`src/mbs_pkg.sv`:
```
// ----------------------------------------------------------------------------
// mbs_pkg: shared types and constants of the maze backtracker step block
// Action and direction codes, register indexes, port widths and the control
// structs that run between the sequencer and its memories.
// ----------------------------------------------------------------------------
package mbs_pkg;

    // Default grid bounds
    localparam int MAX_ROWS_DEF = 64;
    localparam int MAX_COLS_DEF = 64;

    // Field widths on the ports
    localparam int RND_W      = 16;
    localparam int ACT_W      = 3;
    localparam int POS_W      = 6;
    localparam int DEPTH_W    = 13;
    localparam int OUT_DATA_W = 40;
    localparam int CFG_IDX_W  = 2;
    localparam int CFG_DATA_W = 7;
    localparam int DIM_W      = 7;

    // Register reset values
    localparam logic [POS_W-1:0] RST_START = '0;
    localparam logic [DIM_W-1:0] RST_DIM   = 7'd64;

    // Opcodes
    localparam logic OP_STEP    = 1'b0;
    localparam logic OP_RESTART = 1'b1;

    // Register indexes
    localparam logic [CFG_IDX_W-1:0] CFG_ORG_ROW = 2'd0;
    localparam logic [CFG_IDX_W-1:0] CFG_ORG_COL = 2'd1;
    localparam logic [CFG_IDX_W-1:0] CFG_ROWS    = 2'd2;
    localparam logic [CFG_IDX_W-1:0] CFG_COLS    = 2'd3;

    typedef enum logic [ACT_W-1:0] {
        ACT_CARVED       = 3'd0,
        ACT_BACKTRACK    = 3'd1,
        ACT_JUST_DONE    = 3'd2,
        ACT_ALREADY_DONE = 3'd3,
        ACT_RESTART      = 3'd4
    } action_t;

    typedef enum logic [1:0] {
        DIR_UP    = 2'd0,
        DIR_DOWN  = 2'd1,
        DIR_LEFT  = 2'd2,
        DIR_RIGHT = 2'd3
    } dir_t;

    typedef struct packed {
        action_t              action;
        logic [POS_W-1:0]     from_row;
        logic [POS_W-1:0]     from_col;
        logic [POS_W-1:0]     to_row;
        logic [POS_W-1:0]     to_col;
        dir_t                 carve_dir;
        logic                 done_res;
        logic [DEPTH_W-1:0]   stack_depth;
    } result_t;

    // Visited map commands
    typedef struct packed {
        logic rd_nb;    // read the rows above and below the top cell
        logic rd_cur;   // read the row of the top cell
        logic clr;      // clear one row, seeding the start cell
        logic mark;     // set the chosen neighbor in its row
        dir_t dir;      // which fetched row the mark modifies
    } vis_ctl_t;

    // Cell stack commands
    typedef struct packed {
        logic init;
        logic push;
        logic pop;
    } stk_ctl_t;

endpackage

```
`src/mbs_pick.sv`:
```
// ----------------------------------------------------------------------------
// mbs_pick: neighbor selection
// Finds the free neighbors of the top cell in the order up, down, left, right
// and picks one by scaling the random value with the free count.
// ----------------------------------------------------------------------------
module mbs_pick
    import mbs_pkg::*;
#(
    parameter int MAX_ROWS = MAX_ROWS_DEF,
    parameter int MAX_COLS = MAX_COLS_DEF
)
(
    input  logic [$clog2(MAX_ROWS)-1:0]   row,
    input  logic [$clog2(MAX_COLS)-1:0]   col,
    input  logic [$clog2(MAX_ROWS+1)-1:0] act_rows,
    input  logic [$clog2(MAX_COLS+1)-1:0] act_cols,
    input  logic [MAX_COLS-1:0]           up_word,
    input  logic [MAX_COLS-1:0]           dn_word,
    input  logic [MAX_COLS-1:0]           cur_word,
    input  logic [RND_W-1:0]              rnd,
    output logic                          found,
    output dir_t                          dir,
    output logic [$clog2(MAX_ROWS)-1:0]   to_row,
    output logic [$clog2(MAX_COLS)-1:0]   to_col
);

    localparam int RW = $clog2(MAX_ROWS);
    localparam int CW = $clog2(MAX_COLS);

    logic [3:0]       free;
    logic [2:0]       cnt;
    logic [RND_W+2:0] prod;
    logic [1:0]       k;
    logic [1:0]       seen;
    logic             hit;
    logic [CW-1:0]    col_dn;
    logic [CW-1:0]    col_up;

    always_comb
    begin
        col_dn = col - CW'(1);
        col_up = col + CW'(1);

        free[0] = (row != '0) ? !up_word[col] : 1'b0;
        free[1] = ((32'(row) + 1) < 32'(act_rows)) ? !dn_word[col] : 1'b0;
        free[2] = (col != '0) ? !cur_word[col_dn] : 1'b0;
        free[3] = ((32'(col) + 1) < 32'(act_cols)) ? !cur_word[col_up] : 1'b0;

        cnt   = 3'(free[0]) + 3'(free[1]) + 3'(free[2]) + 3'(free[3]);
        found = (cnt != 3'd0);

        // (rnd * cnt) >> 16 is always below cnt
        prod = (RND_W+3)'(rnd) * (RND_W+3)'(cnt);
        k    = prod[RND_W+1:RND_W];

        seen = 2'd0;
        hit  = 1'b0;
        dir  = DIR_UP;
        for (int i = 0; i < 4; i++)
        begin
            if (free[i] && !hit)
            begin
                if (seen == k)
                begin
                    hit = 1'b1;
                    dir = dir_t'(2'(i));
                end
                seen = seen + 2'd1;
            end
        end

        to_row = row;
        to_col = col;
        case (dir)
            DIR_UP:    to_row = row - RW'(1);
            DIR_DOWN:  to_row = row + RW'(1);
            DIR_LEFT:  to_col = col_dn;
            DIR_RIGHT: to_col = col_up;
            default:   to_row = row;
        endcase
    end

endmodule

```
`config.mk`:
```
export PLATFORM = sky130hd
export DESIGN_NAME = mbs_pick
export DESIGN_NICKNAME = d
export VERILOG_FILES = /design/src/mbs_pkg.sv /design/src/mbs_pick.sv
export SDC_FILE = /design/constraint.sdc
export NUM_CORES = 1
export LEC_CHECK = 0
export ABC_AREA = 1
export BUFFER_PORTS_ARGS = -buffer_cell sky130_fd_sc_hd__clkbuf_2
export CAP_MARGIN = 30
export CORE_MARGIN = 2
export CORE_UTILIZATION = 40
export DETAILED_ROUTE_END_ITERATION = 10
export PLACE_DENSITY = 0.79
export SLEW_MARGIN = 0
export SYNTH_ARGS = -nofsm -noshare
export SYNTH_HDL_FRONTEND = slang
export SYNTH_SLANG_ARGS = --single-unit
```
`constraint.sdc`:
```
create_clock -name vclk -period 15.8
set_input_delay 2.37 -clock vclk [all_inputs]
set_output_delay 2.37 -clock vclk [all_outputs]
set_load 0.005 [all_outputs]
```
==> impl_metrics.env <==
export IMPL_hold_path_class="in2out"
export IMPL_die_w_um=118.3
export IMPL_crit_fanout=35
export IMPL_dp_hpwl_um=14190
export IMPL_grt_pass1_wl_um=29230
export IMPL_yosysWarningCount=0
export IMPL_std_cell_rows=41
export IMPL_synthMuxAreaShare_pct=0
export IMPL_post_route_cells_drive_above_1_share_pct=25.66
export IMPL_final_period_utilization_pct=84.13
export IMPL_postSynthCellCount=979
export IMPL_cts_hold_fix_buffers=0
export IMPL_area_delta_synth_final_pct=21.66
export IMPL_achievable_frequency_mhz=75.23
export IMPL_post_synthesis_share_of_cell_area_spent_on_and_or_nand_and_nor_gates_pct=53.22
export IMPL_synth_cell_type_count=39
export IMPL_yosys_area_top_type_share_pct=25.38
export IMPL_design_seq_count=0
export IMPL_route_met2_wl_um=8146
export IMPL_placed_cells_incl_taps=1353
export IMPL_synth_adder_area_share_pct=15.48
export IMPL_io_buffers=249
export IMPL_timing_final_setup_violations=0
export IMPL_grt_max_degree=90
export IMPL_drt_first_iter_violations=568
export IMPL_post_synth_top_count_cell="nand2_1"
export IMPL_slew_headroom_pct=31.96
export IMPL_worstPathArrival_ps=10920
export IMPL_met3_wire_length_um=1229
export IMPL_fillCellCount=1366
export IMPL_average_detailed_routed_wire_length_per_instance_um=12.76
export IMPL_yosys_area_share_xor_xnor_pct=3.163
export IMPL_static_leakage_power_nw=3.930
export IMPL_multi_input_area_um2=4308
export IMPL_route_vias_total=6757
export IMPL_finalHoldViolCount=0
export IMPL_detail_route_wirelength_met1_um=7635
export IMPL_critPathMostFrequentCell="nand2_1"
export IMPL_dr_max_layer_used="met4"
export IMPL_synthDominantAreaCellType="nand2_1"
export IMPL_synth_seq_area_share_pct=0
export IMPL_synth_area_um2=5221
export IMPL_cts_resized_gates=0
export IMPL_final_period_minus_worst_setup_slack_ps=13290
export IMPL_drt_pass1_iterations=6
export IMPL_post_drt_via_cell_ratio=4.994
export IMPL_totalWireLength_um=17260
export IMPL_core_area_um2=12670
export IMPL_synth_top_family_by_area="simple AND/OR/NAND/NOR gates"
export IMPL_synth_compound_gate_area_share_pct=10.64
export IMPL_endpoint_kind="output port"
export IMPL_critical_path_startpoint_type="primary input"
export IMPL_rsz0062_at_grt="false"
export IMPL_ports=249
export IMPL_antenna_cells_inserted=0
export IMPL_critPathMaxStageDelay_ps=1100
export IMPL_timing_max_cap_violations=0
export IMPL_path_delay_family="adder cells"
export IMPL_final_instance_count_excl_fill=1353
export IMPL_globalRouteOverflowTotal=0
export IMPL_drc=0
export IMPL_ff_latch_area_um2=0
export IMPL_synth_area_per_cell_um2=5.333
export IMPL_critPathLaunch="col[1]"
export IMPL_cp_buffers_inverters=9
export IMPL_timing_worst_setup_path_type="in2out"
export IMPL_cts_post_setup_buffers_inserted=0
export IMPL_finish_net_count=1472
export IMPL_slew_violations=0
export IMPL_first_global_vias=6387
export IMPL_tns_ps=0
export IMPL_ir_drop_v=0.00006460
export IMPL_final_antenna_net_count=0
export IMPL_netlist_top_cells_area="nand2_1, nand3_1, inv_1"
export IMPL_gp_congestion=0.9719
export IMPL_synth_fp_nets=1268
export IMPL_die_height_um=118.3
export IMPL_worstMarginPinSlew_ps=1021
export IMPL_clock_buffer_count=0
export IMPL_gr_usage_all_layers_pct=24.11
export IMPL_hold_start="row[5]"
export IMPL_crit_required_ps=13430
export IMPL_start_util_pct=41.21
export IMPL_p_per_area_nw_per_um2=84.55
export IMPL_synth_common_cells="nand2_1, nand3_1, inv_1"
export IMPL_run_status="finished clean"
export IMPL_grt_antenna_before_repair=0
export IMPL_die_area_um2=13980
export IMPL_critPathSlowestCell="ha_1"
==> final cells by class <==
class | instances | area share (%)
tap | 172 | 3.388
inverter | 152 | 9.021
multi-input combinational | 779 | 67.82
timing repair buffer | 250 | 19.78
==> per-stage QoR <==
step	utilization, %	hold slack (ps)	power [mW]	worst slack, ps	area (µm²)
global placement	50.13	5062	0.5239	2744	6352
detailed placement	50.13	5055	0.5323	2629	6352
CTS	50.13	5058	0.5361	2577	6352
floorplan	-	4831	0.3916	4936	5221
finish	50.13	5060	0.5371	2508	6352
global route	50.13	5103	0.6145	1631	6352
==> layer usage <==
layer  GRT usage (%)  vias up
met5               0        -
met4           3.916        0
met1           31.82     2973
met3           2.799       26
li1                -     3493
met2           42.56      265
==> kinds of logic after synthesis <==
family                   count (synthesis)
adder cells (fa/ha/maj)                 55
AND/OR/NAND/NOR                        620
buffers and inverters                  200
XOR/XNOR                                18
AO/OA/AOI/OAI                           86
==> cell usage in the layout, fill, tap and decap left out <==
cell / n
o221ai_1: 1
nand2_2: 5
nand4_1: 5
or2_2: 2
nand3_1: 161
inv_1: 142
o21ai_0: 20
nor3b_1: 1
o21a_1: 1
nand3_4: 3
fa_1: 16
a21oi_4: 6
ha_1: 39
nor2_1: 45
a21oi_2: 4
clkbuf_2: 248
o211ai_1: 9
or2_1: 18
nor3_1: 2
inv_2: 9
xor2_1: 17
or3_1: 1
nand2_1: 353
a21oi_1: 31
inv_4: 1
buf_4: 2
o21ai_2: 3
nor4_1: 2
nor2_2: 3
o21ai_1: 10
nand3_2: 14
or2_0: 1
nand3b_1: 2
xnor2_2: 1
a21o_1: 1
nor2_4: 2
==> final timing paths <==
kind                        end  slack, ps  cells after the start
worst max-delay path  to_col[0]       2510                     41
worst min-delay path  to_row[5]       5060                      4
==> worst min-delay path, delay by kind of cell <==
kind / cells / cell delay, ps
and+or+nand+nor: 2 / 110
buffers and inverters: 2 / 210
==> where the power goes <==
part | total (mW) | switching, mW | internal (mW)
combinational | 0.537 | 0.330 | 0.207
sequential | 0 | 0 | 0
clock | 0 | 0 | 0
total | 0.537 | 0.330 | 0.207
(Power assumes the default switching activity.)
